==> src/wptsp_pkg.sv <==
package wptsp_pkg;

   // field widths
   localparam int PT_W   = 21;            // Q17.3 point and origin components
   localparam int T_W    = PT_W + 1;      // point minus origin
   localparam int AX_W   = 20;            // Q1.18 axis components
   localparam int PRD_W  = T_W + AX_W;    // one component product
   localparam int DOT_W  = PRD_W + 2;     // sum of three products, signed
   localparam int MAG_W  = DOT_W - 1;     // magnitude of a dot product
   localparam int TAN_W  = 20;            // Q4.16 tangent
   localparam int NUM_W  = MAG_W + TAN_W; // numerator or divisor magnitude
   localparam int K_W    = 13;            // screen half extent in 1/16 pixel
   localparam int PROD_W = NUM_W + K_W;   // numerator times half extent
   localparam int Q_W    = 16;            // quotient bits before saturation
   localparam int REM_W  = NUM_W + Q_W;   // divider remainder
   localparam int SCR_W  = 16;            // screen coordinate
   localparam int CEN_W  = Q_W + 3;       // centre plus or minus quotient

   localparam int CSR_IDX_W  = 3;
   localparam int CSR_DATA_W = 63;

   // pipeline depth from accepted command to result strobe
   localparam int LATENCY = 26;

   // screen geometry in 1/16 pixel
   localparam logic [K_W-1:0] HALF_W16 = K_W'(5120);
   localparam logic [K_W-1:0] HALF_H16 = K_W'(3840);
   localparam logic signed [SCR_W-1:0] FULL_W16 = SCR_W'(10240);
   localparam logic signed [SCR_W-1:0] FULL_H16 = SCR_W'(7680);

   // 0.001 in Q.21
   localparam logic signed [DOT_W-1:0] DEPTH_MIN = DOT_W'(2097);

   typedef enum logic [CSR_IDX_W-1:0] {
      CSR_VIEW_ORIGIN = 3'd0,
      CSR_FORWARD     = 3'd1,
      CSR_RIGHT       = 3'd2,
      CSR_UP          = 3'd3,
      CSR_TAN_X       = 3'd4,
      CSR_TAN_Y       = 3'd5
   } csr_idx_type;

   // register file as seen by the datapath; axis 0 forward, 1 side, 2 up
   typedef struct packed {
      logic [2:0][PT_W-1:0]       origin;
      logic [2:0][2:0][AX_W-1:0]  axis;
      logic [TAN_W-1:0]           tan_x;
      logic [TAN_W-1:0]           tan_y;
   } cfg_type;

   // per item flags carried alongside the arithmetic
   typedef struct packed {
      logic mode;
      logic visible;
      logic behind;
   } side_type;

   // dot products, 0 forward, 1 side, 2 up
   typedef struct packed {
      logic                       valid;
      logic                       mode;
      logic [2:0][DOT_W-1:0]      dot;
   } front_type;

   typedef struct packed {
      logic [PROD_W-1:0] num;
      logic [NUM_W-1:0]  den;
      logic              neg;
   } dlane_type;

   // lane 0 horizontal, lane 1 vertical
   typedef struct packed {
      logic                 valid;
      side_type             side;
      dlane_type [1:0]      lane;
   } div_in_type;

   typedef struct packed {
      logic [REM_W-1:0] rem;
      logic [NUM_W-1:0] den;
      logic [Q_W-1:0]   quo;
      logic             ovf;
      logic             zero;
      logic             neg;
   } step_type;

   typedef struct packed {
      logic [Q_W:0] quo;
      logic         neg;
   } qlane_type;

   typedef struct packed {
      logic                 valid;
      side_type             side;
      qlane_type [1:0]      lane;
   } div_out_type;

   typedef struct packed {
      logic                     valid;
      logic                     visible;
      logic signed [SCR_W-1:0]  screen_x;
      logic signed [SCR_W-1:0]  screen_y;
   } result_type;

   function automatic logic [MAG_W-1:0] dot_mag(input logic signed [DOT_W-1:0] v);
      logic [DOT_W-1:0] a;
      a = v[DOT_W-1] ? DOT_W'(-v) : DOT_W'(v);
      return a[MAG_W-1:0];
   endfunction

endpackage

==> src/wptsp_finish.sv <==
module wptsp_finish import wptsp_pkg::*; (
   input  logic         clock,
   input  logic         reset,
   input  div_out_type  din,
   output result_type   res
);

   logic                     v1_ff, v2_ff;
   side_type                 s1_ff;
   logic signed [SCR_W-1:0]  sx_ff, sy_ff, sx_in, sy_in;
   logic signed [SCR_W-1:0]  ox_ff, oy_ff, ox_in, oy_in;
   logic                     vis_ff;
   logic [SCR_W:0]           ex, ey;

   function automatic logic signed [SCR_W-1:0] place(input logic [K_W-1:0] centre,
                                                     input qlane_type q);
      logic signed [CEN_W-1:0] v;
      if (q.neg) begin
         v = $signed(CEN_W'(centre)) + $signed(CEN_W'(q.quo));
      end else begin
         v = $signed(CEN_W'(centre)) - $signed(CEN_W'(q.quo));
      end
      if (v > $signed(CEN_W'(32767))) begin
         return SCR_W'(32767);
      end else if (v < -$signed(CEN_W'(32768))) begin
         return SCR_W'(-32768);
      end
      return v[SCR_W-1:0];
   endfunction

   assign sx_in = place(HALF_W16, din.lane[0]);
   assign sy_in = place(HALF_H16, din.lane[1]);

   always_ff @(posedge clock) begin
      if (reset) begin
         v1_ff <= 1'b0;
         v2_ff <= 1'b0;
      end else begin
         v1_ff <= din.valid;
         v2_ff <= v1_ff;
      end
   end

   always_ff @(posedge clock) begin
      sx_ff <= sx_in;
      sy_ff <= sy_in;
      s1_ff <= din.side;
   end

   // wrap mode edge snap for points behind the viewer inside the screen
   always_comb begin
      ex    = sx_ff >= $signed(SCR_W'(HALF_W16)) ? (SCR_W+1)'(sx_ff - SCR_W'(HALF_W16))
                                                 : (SCR_W+1)'(SCR_W'(HALF_W16) - sx_ff);
      ey    = sy_ff >= $signed(SCR_W'(HALF_H16)) ? (SCR_W+1)'(sy_ff - SCR_W'(HALF_H16))
                                                 : (SCR_W+1)'(SCR_W'(HALF_H16) - sy_ff);
      ox_in = sx_ff;
      oy_in = sy_ff;
      if (!s1_ff.visible) begin
         ox_in = '0;
         oy_in = '0;
      end else if (s1_ff.mode && s1_ff.behind && sx_ff > 0 && sx_ff < FULL_W16 &&
                   sy_ff > 0 && sy_ff < FULL_H16) begin
         if (ex > ey) begin
            ox_in = sx_ff <= $signed(SCR_W'(HALF_W16)) ? '0 : FULL_W16;
         end else begin
            oy_in = sy_ff <= $signed(SCR_W'(HALF_H16)) ? '0 : FULL_H16;
         end
      end
   end

   always_ff @(posedge clock) begin
      ox_ff  <= ox_in;
      oy_ff  <= oy_in;
      vis_ff <= s1_ff.visible;
   end

   assign res.valid    = v2_ff;
   assign res.visible  = vis_ff;
   assign res.screen_x = ox_ff;
   assign res.screen_y = oy_ff;

endmodule

==> config.mk <==
export PLATFORM = sky130hd
export DESIGN_NAME = wptsp_finish
export DESIGN_NICKNAME = d
export VERILOG_FILES = /design/src/wptsp_pkg.sv /design/src/wptsp_finish.sv
export SDC_FILE = /design/constraint.sdc
export NUM_CORES = 1
export LEC_CHECK = 0
export ABC_AREA = 1
export BUFFER_PORTS_ARGS = -buffer_cell sky130_fd_sc_hd__buf_2
export CAP_MARGIN = 20
export CORE_ASPECT_RATIO = 1.75
export CORE_MARGIN = 10
export CORE_UTILIZATION = 50
export DETAILED_ROUTE_END_ITERATION = 10
export GPL_TIMING_DRIVEN = 1
export PLACE_DENSITY = 0.72
export SETUP_SLACK_MARGIN = 0.3
export SLEW_MARGIN = 15
export SYNTH_ARGS = -nofsm -noshare
export SYNTH_HDL_FRONTEND = slang
export SYNTH_SLANG_ARGS = --single-unit
==> constraint.sdc <==
create_clock -name clock -period 4 [get_ports clock]
set_input_delay 0 -clock clock [delete_from_list [all_inputs] [get_ports clock]]
set_output_delay 0 -clock clock [all_outputs]
set_load 0.02 [all_outputs]
==> impl_results.md <==
* Die X at 94.2 um
* GR Util met2 at 33.6%
* R2r setup slk at 0.67 ns
* Distinct cells, synth at 40
* PwrDens at 441 nW/um^2
* Lkg Pwr at 0.00318 uW
* Mapped Area at 4810 sq um
* Die area at 14100 sq um
* Longest Clk Path Bufs at 2
* Setup TNS at 0 ns
* Initial Utilization at 51.1%
* Final Skew at 0.00479 ns
* Critical path class: reg -> reg
* Worst min-delay path category: in -> reg
* Hold Path Depth at 4
* Total inserted antenna cells at 0
* Final setup fails at 0
* Least-Margin Pin Slew at 0.698 ns
* Met1 track demand over resource at 16.7%
* Dpl hpwl at 9.63 mm
* Core area at 9410 sq um
* Synth Instances at 730
* Yosys reg bits at 70
* Largest net degree at the start of global routing at 20
* # clock sinks at 70
* Top cells by area, synth: dfxtp_1 29%, nand2_1 15%, ha_1 8.3%
* Post-CTS setup buffer count at 0
* Final core occ at 60.8%
* Hold Violations, Final at 0
* Hold Path Sink: sy_ff[6]
* Startpoint types: flip-flop
* Initial drt markers at 212
* Share of layout cells above drive strength 1 at 14.0%
* Drt total wl at 12.0 mm
* Average wire per standard cell at 12.8 um
* Initial antenna violation count at 0
* Most frequent cells in the layout: 196 x nand2_1, 100 x inv_1, 76 x nor2_1
* Commonest non-fill, non-tap cell in the layout: nand2_1
* Top Usage Layer GRT: met2
* RR Endpoint: oy_ff[12]
* Sequential-to-total area share from yosys stat at 29.1%
* Drt via density at 4.92
* CTS tree: built
* Global Route Usage Sum at 17.5%
* Syn. warnings at 0
* Worst-skew pair later-pin latency at 0.34 ns
* # H-tree levels at 3
* Crit. End Element: flip-flop
* Max Cap Viol at 0
* Routability cong. at 0.963
* Area delta synth->final at 18.8%
* Remaining DRCs at 0
* Dpl ws at 0.602 ns
* Peak VDD IR at 0.348 mV
* Hold path start: din[25]
* FF-to-FF path depth at 21
* I/O pin count at 76
* Synth area leader: dfxtp_1
* Core Rows at 47
* Final Power at 2520 uW
* Total number of vias at 4616
* Syn Nets at 804
* Worst EP required at 4.25 ns
* GR Layer Usage met3 at 2.71%
* Drt pass-1 iters at 4
* Unrepaired setup endpoints after global routing: false
* Post-route ant nets at 0
* Mean Syn Cell Area at 6.59 sq um
* TritonCTS buffer count at 9
* Worst Path Max Fanout at 10
* Final Max Tran Viols at 0
* Worst slew margin at 53.4%
* R2R Path Start: sx_ff[10]
* First-pass GRT wire length at 20.1 mm
* Final instance area at 5720 sq um
* Placed cell areas at 5190 sq um
* Worst-path clk slew at 0.06 ns
* Input/output buffers at 75
* Final Net Count at 886
* FMAX at 300 MHz
* Grt ovf at 0
* Worst EP arrival at 3.58 ns
* Clk root buf: clkbuf_16
* Final period util at 83.3%
* Outcome: complete, no violations
* Synth top area share at 29.1%
* Final Worst Setup Slack at 0.669 ns
* Vias in the first global route at 4642
* Min Tclk post-route at 3.33 ns
* Die height at 150 um
routing by layer:
metal	part of all wire (%)	routed length (um)
met5	0	0
met4	3.8	457
met3	2.8	334
met2	54	6520
met1	39	4720
flip-flops by register name (all words and copies together) (netlist names):
| name | count |
|---|---|
| ox_ff | 16 |
| oy_ff | 16 |
| sx_ff | 16 |
| sy_ff | 16 |
| s1_ff | 3 |
| v1_ff | 1 |
| v2_ff | 1 |
| vis_ff | 1 |
final cells by class:
| class | count | area, sq um |
|---|---|---|
| flip-flops and latches | 70 | 1400 |
| well taps | 122 | 153 |
| repair buffers | 90 | 526 |
| multi-input cells | 533 | 2880 |
| clock inverters | 6 | 116 |
| inverters | 108 | 407 |
| clock buffers | 10 | 239 |
| fillers | 933 | 3690 |
critical path, stage by stage, from the launching register on:
cell and delay [ns]:
dfxtp_1 0.41, inv_1 0.14, ha_1 0.26, o21ai_1 0.18, inv_1 0.08, nand2_1 0.07
nand2_1 0.11, nand2_4 0.16, inv_2 0.11, o21ai_0 0.09, nand2_1 0.08, xor2_1 0.16
ha_1 0.20, nand2_1 0.05, inv_1 0.03, o21ai_0 0.17, nand2_1 0.08, nor2_1 0.13
nand3_1 0.14, nand2_1 0.18, nand3_1 0.18, a21oi_1 0.21
worst max path at each step:
stage | startpoint | end | slack (ns)
2_1_floorplan | sx_ff[10] | oy_ff[12] | 1.20
3_3_place_gp | sx_ff[10] | oy_ff[9] | 0.69
3_5_place_dp | sx_ff[10] | oy_ff[12] | 0.60
4_1_cts | sx_ff[10] | oy_ff[12] | 0.59
5_1_grt | sx_ff[10] | oy_ff[12] | 0.36
6_report | sx_ff[10] | oy_ff[12] | 0.67
logic make-up after synthesis:
group           share of synthesized area [%]
mux                                     0.208
compound gates                           6.94
flops                                    29.1
simple gates                             34.3
fa+ha+maj                                8.32
xor+xnor                                 9.65
buf+inv                                  11.5
per-stage QoR:
| stage | cells | hold WS (ns) |
|---|---|---|
| after floorplan | 730 | 0.0277 |
| after global placement | 908 | 0.105 |
| after detailed placement | 908 | 0.104 |
| after CTS | 939 | 0.00396 |
| after global routing | 939 | 0.0385 |
| final | 939 | 0.0188 |
power breakdown:
| part | leakage, uW | internal [uW] | switching, uW |
|---|---|---|---|
| sequential | 0.000588 | 782 | 82.6 |
| combinational | 0.00242 | 280 | 448 |
| clock | 0.000174 | 631 | 298 |
cell usage after synthesis (all sizes together):
cell type	count
ha	32
nand3b	3
nand2	203
o21ai	31
clkbuf	4
o21bai	1
clkinv	2
nor2	80
o31ai	2
and3	1
nand4	14
a31oi	2
nor3b	1
a21o	1
mux2i	1
or2	2
and2	2
inv	106
xnor2	8
nor4	1
buf	15
nand3	67
dfxtp	70
o211ai	1
a21oi	25
nor3	10
xor2	45
repair_timing:
| item | 4_1_cts | 5_1_grt |
|---|---|---|
| setup endpoints to repair | 0 | 3 |
| hold buffers | 15 | 0 |
| hold endpoints to repair | 15 | 0 |
| gates resized for setup | 0 | 3 |
No activity file was read; power rests on OpenSTA's default activity.
